--- config.mk ---
export PLATFORM = sky130hd
export DESIGN_NAME = im2col_3x3_gather_address_gen_core
export DESIGN_NICKNAME = d
export VERILOG_FILES = /design/src/hdl/im2col_ag_pkg.sv /design/src/hdl/im2col_ag_seq.sv /design/src/hdl/im2col_ag_pipe.sv /design/src/hdl/im2col_3x3_gather_address_gen_core.sv
export SDC_FILE = /design/constraint.sdc
export NUM_CORES = 2
export LEC_CHECK = 0
export BUFFER_PORTS_ARGS = -buffer_cell sky130_fd_sc_hd__clkbuf_2
export CORE_MARGIN = 2
export CORE_UTILIZATION = 37
export DETAILED_ROUTE_END_ITERATION = 8
export PLACE_DENSITY = 0.57
export SLEW_MARGIN = 10
export SYNTH_ARGS = -nofsm -noshare
export SYNTH_HDL_FRONTEND = slang
export SYNTH_HIERARCHICAL = 1
export SYNTH_SLANG_ARGS = --single-unit
--- constraint.sdc ---
create_clock -name i_clk -period 8.39 [get_ports i_clk]
set_clock_uncertainty 0.1 [all_clocks]
set_input_delay 0.4195 -clock i_clk [delete_from_list [all_inputs] [get_ports i_clk]]
set_output_delay 0.4195 -clock i_clk [all_outputs]
set_load 0.03 [all_outputs]
--- src/hdl/im2col_ag_pkg.sv ---
// Shared types, register indexes and tap helpers for the im2col gather address generator.
package im2col_ag_pkg;

    // Register indexes on the configuration port.
    localparam logic [2:0] CFG_IN_HEIGHT       = 3'd0;
    localparam logic [2:0] CFG_IN_WIDTH        = 3'd1;
    localparam logic [2:0] CFG_CHANNELS_PADDED = 3'd2;
    localparam logic [2:0] CFG_ROW_LENGTH      = 3'd3;
    localparam logic [2:0] CFG_STRIDE          = 3'd4;
    localparam logic [2:0] CFG_SRC_BASE        = 3'd5;
    localparam logic [2:0] CFG_DST_BASE        = 3'd6;

    // Special tap codes.
    localparam logic [3:0] TAP_FIRST       = 4'd0;
    localparam logic [3:0] TAP_LAST_KERNEL = 4'd8;
    localparam logic [3:0] TAP_TAIL        = 4'd9;

    // Stride code that selects a stride of two; every other code means one.
    localparam logic [1:0] STRIDE_TWO = 2'd2;

    // Configuration register file contents.
    typedef struct packed {
        logic [10:0] in_height;
        logic [10:0] in_width;
        logic [12:0] channels_padded;
        logic [15:0] row_length;
        logic [1:0]  stride;
        logic [31:0] src_base;
        logic [31:0] dst_base;
    } t_cfg;

    // One tap request handed from the sequencer to the address pipeline.
    typedef struct packed {
        logic [19:0] pix;
        logic [9:0]  orow;
        logic [9:0]  ocol;
        logic [3:0]  tap;
        logic        last;
    } t_tap_tok;

    // Kernel row of a tap (tap / 3).
    function automatic logic [1:0] tap_kh(input logic [3:0] tap);
        logic [1:0] kh;
        unique case (tap)
            4'd0, 4'd1, 4'd2: kh = 2'd0;
            4'd3, 4'd4, 4'd5: kh = 2'd1;
            4'd6, 4'd7, 4'd8: kh = 2'd2;
            default:          kh = 2'd0;
        endcase
        return kh;
    endfunction

    // Kernel column of a tap (tap % 3).
    function automatic logic [1:0] tap_kw(input logic [3:0] tap);
        logic [1:0] kw;
        unique case (tap)
            4'd0, 4'd3, 4'd6: kw = 2'd0;
            4'd1, 4'd4, 4'd7: kw = 2'd1;
            4'd2, 4'd5, 4'd8: kw = 2'd2;
            default:          kw = 2'd0;
        endcase
        return kw;
    endfunction

endpackage

--- src/hdl/im2col_ag_seq.sv ---
// Tap sequencer: expands one pixel into nine or ten tap requests, one per cycle while the pipeline accepts them.
module im2col_ag_seq
    import im2col_ag_pkg::*;
(
    input  logic        i_clk,
    input  logic        i_rst_n,
    input  t_cfg        i_cfg,
    input  logic        i_valid,
    input  logic [19:0] i_pixel_index,
    input  logic [9:0]  i_out_row,
    input  logic [9:0]  i_out_col,
    output logic        o_stall,
    output logic        o_tok_valid,
    output t_tap_tok    o_tok,
    input  logic        i_tok_ready
);

    logic        r_valid;
    logic [19:0] r_pix;
    logic [9:0]  r_orow;
    logic [9:0]  r_ocol;
    logic [3:0]  r_tap;
    logic [3:0]  n_tap;
    logic [16:0] w_nine_c;
    logic        w_tail;
    logic        w_last;
    logic        w_adv;
    logic        w_load;

    // A tail descriptor exists when nine channel groups fall short of the row.
    assign w_nine_c = {1'b0, i_cfg.channels_padded, 3'b000} + 17'(i_cfg.channels_padded);
    assign w_tail   = w_nine_c < {1'b0, i_cfg.row_length};
    assign w_last   = w_tail ? (r_tap == TAP_TAIL) : (r_tap == TAP_LAST_KERNEL);

    // The held pixel frees up in the cycle its final tap moves on.
    assign w_adv   = r_valid && i_tok_ready;
    assign o_stall = r_valid && !(i_tok_ready && w_last);
    assign w_load  = i_valid && !o_stall;
    assign n_tap   = r_tap + 4'd1;

    // Control state.
    always_ff @(posedge i_clk) begin
        if (!i_rst_n) begin
            r_valid <= 1'b0;
            r_tap   <= TAP_FIRST;
        end else if (w_load) begin
            r_valid <= 1'b1;
            r_tap   <= TAP_FIRST;
        end else if (w_adv) begin
            if (w_last) begin
                r_valid <= 1'b0;
            end else begin
                r_tap <= n_tap;
            end
        end
    end

    // Pixel fields captured on each input transfer.
    always_ff @(posedge i_clk) begin
        if (w_load) begin
            r_pix  <= i_pixel_index;
            r_orow <= i_out_row;
            r_ocol <= i_out_col;
        end
    end

    assign o_tok_valid = r_valid;
    assign o_tok.pix   = r_pix;
    assign o_tok.orow  = r_orow;
    assign o_tok.ocol  = r_ocol;
    assign o_tok.tap   = r_tap;
    assign o_tok.last  = w_last;

endmodule

--- src/hdl/im2col_ag_pipe.sv ---
// Four-stage address pipeline: bounds check, products, sums and the output register.
module im2col_ag_pipe
    import im2col_ag_pkg::*;
(
    input  logic        i_clk,
    input  logic        i_rst_n,
    input  t_cfg        i_cfg,
    input  logic        i_tok_valid,
    input  t_tap_tok    i_tok,
    output logic        o_tok_ready,
    input  logic        i_stall,
    output logic        o_valid,
    output logic [3:0]  o_tap_index,
    output logic [32:0] o_src_addr,
    output logic [36:0] o_dst_addr,
    output logic [15:0] o_byte_count,
    output logic        o_zero_fill,
    output logic        o_last
);

    // Per-stage valid bits and ready chain.
    logic r_v1, r_v2, r_v3, r_v4;
    logic w_rdy1, w_rdy2, w_rdy3, w_rdy4;

    assign w_rdy4      = !r_v4 || !i_stall;
    assign w_rdy3      = !r_v3 || w_rdy4;
    assign w_rdy2      = !r_v2 || w_rdy3;
    assign w_rdy1      = !r_v1 || w_rdy2;
    assign o_tok_ready = w_rdy1;

    always_ff @(posedge i_clk) begin
        if (!i_rst_n) begin
            r_v1 <= 1'b0;
            r_v2 <= 1'b0;
            r_v3 <= 1'b0;
            r_v4 <= 1'b0;
        end else begin
            if (w_rdy1) begin
                r_v1 <= i_tok_valid;
            end
            if (w_rdy2) begin
                r_v2 <= r_v1;
            end
            if (w_rdy3) begin
                r_v3 <= r_v2;
            end
            if (w_rdy4) begin
                r_v4 <= r_v3;
            end
        end
    end

    // Stage 1: neighbor position, bounds check, row product and tap offset.
    logic [10:0] w_orow_s;
    logic [10:0] w_ocol_s;
    logic [11:0] w_ihp;
    logic [11:0] w_iwp;
    logic        w_in_h;
    logic        w_in_w;
    logic        w_is_tail;

    assign w_is_tail = (i_tok.tap == TAP_TAIL);
    assign w_orow_s  = (i_cfg.stride == STRIDE_TWO) ? {i_tok.orow, 1'b0} : {1'b0, i_tok.orow};
    assign w_ocol_s  = (i_cfg.stride == STRIDE_TWO) ? {i_tok.ocol, 1'b0} : {1'b0, i_tok.ocol};
    // Positions are kept offset by one so that the padding row and column are zero.
    assign w_ihp  = {1'b0, w_orow_s} + {10'b0, tap_kh(i_tok.tap)};
    assign w_iwp  = {1'b0, w_ocol_s} + {10'b0, tap_kw(i_tok.tap)};
    assign w_in_h = (w_ihp != 12'd0) && (w_ihp <= {1'b0, i_cfg.in_height});
    assign w_in_w = (w_iwp != 12'd0) && (w_iwp <= {1'b0, i_cfg.in_width});

    logic [10:0] r_s1_ih;
    logic [10:0] r_s1_iw;
    logic        r_s1_inside;
    logic [35:0] r_s1_rowprod;
    logic [16:0] r_s1_off;
    logic [3:0]  r_s1_tap;
    logic        r_s1_last;

    always_ff @(posedge i_clk) begin
        if (w_rdy1 && i_tok_valid) begin
            r_s1_ih      <= 11'(w_ihp - 12'd1);
            r_s1_iw      <= 11'(w_iwp - 12'd1);
            r_s1_inside  <= w_in_h && w_in_w && !w_is_tail;
            r_s1_rowprod <= 36'(i_tok.pix) * 36'(i_cfg.row_length);
            r_s1_off     <= 17'(i_tok.tap) * 17'(i_cfg.channels_padded);
            r_s1_tap     <= i_tok.tap;
            r_s1_last    <= i_tok.last;
        end
    end

    // Stage 2: linear pixel index and the start of the destination row.
    logic [22:0] r_s2_lin;
    logic [36:0] r_s2_rowdst;
    logic [16:0] r_s2_off;
    logic        r_s2_inside;
    logic [3:0]  r_s2_tap;
    logic        r_s2_last;

    always_ff @(posedge i_clk) begin
        if (w_rdy2 && r_v1) begin
            r_s2_lin    <= 23'(r_s1_ih) * 23'(i_cfg.in_width) + 23'(r_s1_iw);
            r_s2_rowdst <= {5'b0, i_cfg.dst_base} + {1'b0, r_s1_rowprod};
            r_s2_off    <= r_s1_off;
            r_s2_inside <= r_s1_inside;
            r_s2_tap    <= r_s1_tap;
            r_s2_last   <= r_s1_last;
        end
    end

    // Stage 3: source byte offset and the destination address.
    logic [32:0] r_s3_srcprod;
    logic [36:0] r_s3_dst;
    logic [16:0] r_s3_off;
    logic        r_s3_inside;
    logic [3:0]  r_s3_tap;
    logic        r_s3_last;

    always_ff @(posedge i_clk) begin
        if (w_rdy3 && r_v2) begin
            r_s3_srcprod <= 33'(r_s2_lin) * 33'(i_cfg.channels_padded);
            r_s3_dst     <= r_s2_rowdst + 37'(r_s2_off);
            r_s3_off     <= r_s2_off;
            r_s3_inside  <= r_s2_inside;
            r_s3_tap     <= r_s2_tap;
            r_s3_last    <= r_s2_last;
        end
    end

    // Stage 4: output register with the source address and byte count.
    logic [3:0]  r_s4_tap;
    logic [32:0] r_s4_src;
    logic [36:0] r_s4_dst;
    logic [15:0] r_s4_count;
    logic        r_s4_zf;
    logic        r_s4_last;

    always_ff @(posedge i_clk) begin
        if (w_rdy4 && r_v3) begin
            r_s4_tap   <= r_s3_tap;
            r_s4_src   <= r_s3_inside ? ({1'b0, i_cfg.src_base} + r_s3_srcprod) : 33'd0;
            r_s4_dst   <= r_s3_dst;
            r_s4_count <= (r_s3_tap == TAP_TAIL) ? (i_cfg.row_length - r_s3_off[15:0])
                                                 : 16'(i_cfg.channels_padded);
            r_s4_zf    <= !r_s3_inside;
            r_s4_last  <= r_s3_last;
        end
    end

    assign o_valid      = r_v4;
    assign o_tap_index  = r_s4_tap;
    assign o_src_addr   = r_s4_src;
    assign o_dst_addr   = r_s4_dst;
    assign o_byte_count = r_s4_count;
    assign o_zero_fill  = r_s4_zf;
    assign o_last       = r_s4_last;

endmodule

--- src/hdl/im2col_3x3_gather_address_gen_core.sv ---
// Top level of the 3x3 im2col gather address generator: registers, sequencer and pipeline.
// The first descriptor of a pixel passes the sequencer register and then every pipeline stage before it is valid.
// Throughput: one descriptor per cycle while the output is not stalled, nine per pixel or ten with a tail;
// the tap sequencer issues one tap per cycle and takes the next pixel as the last tap moves on.
// Stalls on the output freeze the pipeline without loss; bubbles close up.
// Reset is synchronous and active low: valid bits clear, registers take their defaults.
module im2col_3x3_gather_address_gen_core
    import im2col_ag_pkg::*;
(
    input  logic        i_clk,
    input  logic        i_rst_n,
    input  logic        i_cfg_we,
    input  logic [2:0]  i_cfg_idx,
    input  logic [31:0] i_cfg_data,
    input  logic        i_valid,
    output logic        o_stall,
    input  logic [19:0] i_pixel_index,
    input  logic [9:0]  i_out_row,
    input  logic [9:0]  i_out_col,
    output logic        o_valid,
    input  logic        i_stall,
    output logic [3:0]  o_tap_index,
    output logic [32:0] o_src_addr,
    output logic [36:0] o_dst_addr,
    output logic [15:0] o_byte_count,
    output logic        o_zero_fill,
    output logic        o_last
);

    t_cfg     r_cfg;
    logic     w_tok_valid;
    logic     w_tok_ready;
    t_tap_tok w_tok;

    // Configuration register file.
    always_ff @(posedge i_clk) begin
        if (!i_rst_n) begin
            r_cfg.in_height       <= 11'd1;
            r_cfg.in_width        <= 11'd1;
            r_cfg.channels_padded <= 13'd16;
            r_cfg.row_length      <= 16'd144;
            r_cfg.stride          <= 2'd1;
            r_cfg.src_base        <= 32'd0;
            r_cfg.dst_base        <= 32'd0;
        end else if (i_cfg_we) begin
            unique case (i_cfg_idx)
                CFG_IN_HEIGHT:       r_cfg.in_height       <= i_cfg_data[10:0];
                CFG_IN_WIDTH:        r_cfg.in_width        <= i_cfg_data[10:0];
                CFG_CHANNELS_PADDED: r_cfg.channels_padded <= i_cfg_data[12:0];
                CFG_ROW_LENGTH:      r_cfg.row_length      <= i_cfg_data[15:0];
                CFG_STRIDE:          r_cfg.stride          <= i_cfg_data[1:0];
                CFG_SRC_BASE:        r_cfg.src_base        <= i_cfg_data;
                CFG_DST_BASE:        r_cfg.dst_base        <= i_cfg_data;
                default: begin
                end
            endcase
        end
    end

    // Tap sequencer.
    im2col_ag_seq u_seq (
        .i_clk         (i_clk),
        .i_rst_n       (i_rst_n),
        .i_cfg         (r_cfg),
        .i_valid       (i_valid),
        .i_pixel_index (i_pixel_index),
        .i_out_row     (i_out_row),
        .i_out_col     (i_out_col),
        .o_stall       (o_stall),
        .o_tok_valid   (w_tok_valid),
        .o_tok         (w_tok),
        .i_tok_ready   (w_tok_ready)
    );

    // Address pipeline.
    im2col_ag_pipe u_pipe (
        .i_clk        (i_clk),
        .i_rst_n      (i_rst_n),
        .i_cfg        (r_cfg),
        .i_tok_valid  (w_tok_valid),
        .i_tok        (w_tok),
        .o_tok_ready  (w_tok_ready),
        .i_stall      (i_stall),
        .o_valid      (o_valid),
        .o_tap_index  (o_tap_index),
        .o_src_addr   (o_src_addr),
        .o_dst_addr   (o_dst_addr),
        .o_byte_count (o_byte_count),
        .o_zero_fill  (o_zero_fill),
        .o_last       (o_last)
    );

    // An input transfer always starts the sequencer at the first tap.
    a_load_first_tap: assert property (@(posedge i_clk) disable iff (!i_rst_n)
        (i_valid && !o_stall) |=> (w_tok_valid && w_tok.tap == TAP_FIRST))
        else $error("sequencer did not restart at the first tap");

    // A zero-fill descriptor never carries a source address.
    a_zero_fill_src: assert property (@(posedge i_clk) disable iff (!i_rst_n)
        (o_valid && o_zero_fill) |-> (o_src_addr == 33'd0))
        else $error("zero-fill descriptor with a nonzero source address");

    // The tail descriptor is always the last one and always a zero fill.
    a_tail_last: assert property (@(posedge i_clk) disable iff (!i_rst_n)
        (o_valid && o_tap_index == TAP_TAIL) |-> (o_last && o_zero_fill))
        else $error("tail descriptor not marked last and zero fill");

    // Only kernel taps and the tail code leave the block.
    a_tap_range: assert property (@(posedge i_clk) disable iff (!i_rst_n)
        o_valid |-> (o_tap_index <= TAP_TAIL))
        else $error("tap index out of range");

endmodule
==> results.md <==
* Pleak at 25.2 nW
* Fin crit period at 7.25 ns
* Post-synthesis register bit count at 514
* Outcome: finished, final reports clean
* HP Start: i_cfg_data[24]
* Area grow syn2layout at 10.4%
* Post-synth top area cell: fa_1
* Fmax at 138 MHz
* TNS Setup at 0 ns
* Hold-critical path depth at 3
* Num CTS Buffers at 59
* Distinct cells, synth at 84
* FF-to-FF setup slack at 1.14 ns
* Slew @ Worst Pin at 1.40 ns
* Boundary pin count at 174
* WL final at 135,000 um
* Post-placement cell area at 52,300 um^2
* Crit share post-route at 86.4%
* Mapped Nets at 6,097
* Clk_lat worst skew at 0.69 ns
* Chip Width at 370 um
* Worst Setup Start Kind: flop
* Via count at 35.1k
* Total die area at 137,000 um^2
* Core ar. at 133,000 um^2
* CTS Root Cell: clkbuf_16
* Rows at 134
* Max-cap violations at 0
* EDFF count, synth at 388
* Top post-synthesis cells by area: fa_1, edfxtp_1, ha_1
* Post-CTS Resized at 0
* Via density at 5.05
* Cell area after synthesis at 49,600 um^2
* Global-route wire length before repair at 212,000 um
* Die height at 370 um
* Crit Path Max Fanout at 24
* Slew headroom at 5.94%
* Placed insts at 6,795
* Layout Nets at 6,224
* Worst endpoint required time at 8.69 ns
* RSZ-0062 raised after global routing: no
* Worst Setup SP: r_cfg[67]
* Layout cell share with drive strength beyond 1 at 6.95%
* Ys Warns at 6
* Setup crit end: u_pipe/r_s1_rowprod[34]
* Reg2reg start: r_cfg[67]
* Final setup fails at 0
* Ys flop type: edfxtp_1
* Post-synthesis xor/xnor area fraction at 4.08%
* Post-route cell area at 54,800 um^2
* Area share of and/or/nand/nor cells after synthesis at 14.9%
* Average cell area after synthesis at 9.91 um^2
* Worst EP arrival at 7.55 ns
* Synth top area share at 24.2%
* Filler cell count at 13.1k
* Multiplexer area fraction after synthesis at 2.53%
* Post-CTS Setup Bufs at 0
* CTS clk-pin slew, worst paths at 0.06 ns
* CTS tree: yes
* # port buffers at 173
* RePlAce Congestion at 0.883
* WL met2 at 60,000 um
* Met3 WL at 8060 um
* Seq/Total Area, Yosys at 28.6%
* Worst R2R Path Depth at 20
* Detailed Route Iter0 Violations at 2,444
* Hpwl dp at 105,000 um
* Fin util at 41.1%
* Grt total ovfl at 0
* Vias in the first global route at 36.1k
* Total GRT Usage at 20.0%
* Crit. End Element: flop
* Max Slew Vio Count at 0
* Routed len/inst at 19.5 um
* Fraction of registers with async set/reset at 0%
* Post-route ant nets at 0
* Final hold slack at 0.0333 ns
* Hold crit path type: in2reg
* CTS sink count at 514
* Initial antenna violation count at 5
* Commonest cells post-synth: inv_1, nand2_1, fa_1
* Largest net degree at the start of global routing at 93
* Post-Synth Adder-Cell Area at 34.6%
* DR pass1 iterations at 6
* Final hold vios at 0
* Top-count cell post-synth: inv_1
* Synth Instances at 5,004
* Met1 WL at 64,100 um
* # DRC at 0
* H-tree depth at 2
* Non-filler cells in the finished layout at 6,950
* Peak VDD IR at 0.000184 V
* Pwr Density at 144 nW/um^2
* Compound-cell area share of the yosys netlist at 7.60%
* Reg2reg end: u_pipe/r_s1_rowprod[34]
* CP Class: reg2reg
* Top routing layer used: met4
* Starting Density at 37.2%
* Max Buffers Root-to-Sink at 3
* Cts hold-fix bufs at 43
* Largest family of logic cells by synthesized area: adder cells
## logic make-up after synthesis
family                   after synthesis
AO/OA/AOI/OAI                        585
multiplexers                         125
adder cells (fa/ha/maj)             1013
AND/OR/NAND/NOR                     1532
flip-flops                           514
XOR/XNOR                             231
buffers and inverters               1004
## flip-flops by register name, summed over array words and instances, names as in the netlist, 20 cells and up
signal / count
u_pipe/r_s2_rowdst: 37
u_pipe/r_s1_rowprod: 36
u_pipe/r_s2_lin: 23
r_cfg: 117
u_pipe/r_s3_srcprod: 33
u_pipe/o_src_addr: 33
u_seq/r_pix: 20
u_pipe/o_dst_addr: 37
u_pipe/r_s3_dst: 37
## metal layers
layer / GRT usage, % / up-vias
met5: 0 / -
met4: 4.76 / 0
met3: 2.54 / 172
met2: 31.5 / 996
met1: 29.1 / 17500
li1: - / 16400
## where the power goes
part	switching, W	internal (W)	total (W)
clock network	0.00112	0.00154	0.00265
registers	0.000183	0.00296	0.00314
logic	0.00125	0.000840	0.00209
total	0.00255	0.00533	0.00788
## metrics by stage
stage          setup slack [ns]  power (W)
6_report                   1.14    0.00788
5_1_grt                   0.767    0.00834
4_1_cts                    1.09    0.00797
3_5_place_dp               1.13    0.00526
3_3_place_gp               1.25    0.00523
2_1_floorplan             0.514    0.00461
## layout by cell type, fill, tap and decap left out, types with 10 or more instances in the layout
master           n
dfxtp_1        123
a31oi_1         14
o21a_1          26
nor3_1          42
a21boi_0        14
nand2b_1        20
clkbuf_1        10
a21o_1          75
nand2_1        754
o21ai_0         99
dlygate4sd3_1   43
o21bai_1        23
fa_1           600
o31ai_1         15
and3_1          24
or2_2           12
buf_4           45
ha_1           413
xnor2_1        161
nand3_1         53
o211ai_1        21
nor3b_1         15
xor2_1          70
nor2_1         131
a21oi_1        192
mux2i_1        124
clkbuf_2       172
a211oi_1        25
nor2b_1         40
nand4_1         36
edfxtp_1       388
inv_1          808
or3_1           19
and2_1         340
clkbuf_16       63
## how the worst min path moves through the flow
| stage | end | slack [ns] |
|---|---|---|
| after detailed placement | u_pipe/o_dst_addr[23] | 0.31 |
| final | r_cfg[56] | 0.03 |
| after floorplan | u_pipe/o_dst_addr[0] | 0.30 |
| after global routing | r_cfg[23] | 0.03 |
| after global placement | u_pipe/r_s2_tap[3] | 0.30 |
| after CTS | r_cfg[56] | 0.001 |
## area by class of cell
| class | instances | area (um^2) | share of cell area (%) |
|---|---|---|---|
| multi-input combinational | 3486 | 31700 | 57.9 |
| sequential | 514 | 14200 | 25.9 |
| inverter | 809 | 3040 | 5.55 |
| tap | 1768 | 2210 | 4.04 |
| clock buffer | 77 | 1670 | 3.05 |
| timing repair buffer | 261 | 1640 | 3.00 |
| clock inverter | 34 | 334 | 0.610 |
| antenna | 1 | 2.50 | 0.00457 |
## worst max-delay path: stages (launching register included)
cell	delay, ns
dfxtp_1	1.04
nand2_1	0.22
fa_1	0.55
fa_1	0.51
fa_1	0.52
inv_1	0.06
fa_1	0.51
fa_1	0.51
inv_1	0.05
fa_1	0.47
inv_1	0.04
ha_1	0.35
and3_1	0.25
a221o_1	0.32
a21oi_1	0.14
o21ai_0	0.27
nor3b_1	0.27
o31ai_1	0.37
o2111ai_1	0.18
a21oi_1	0.20
xnor2_1	0.08
No activity file was read; power rests on OpenSTA's default activity.
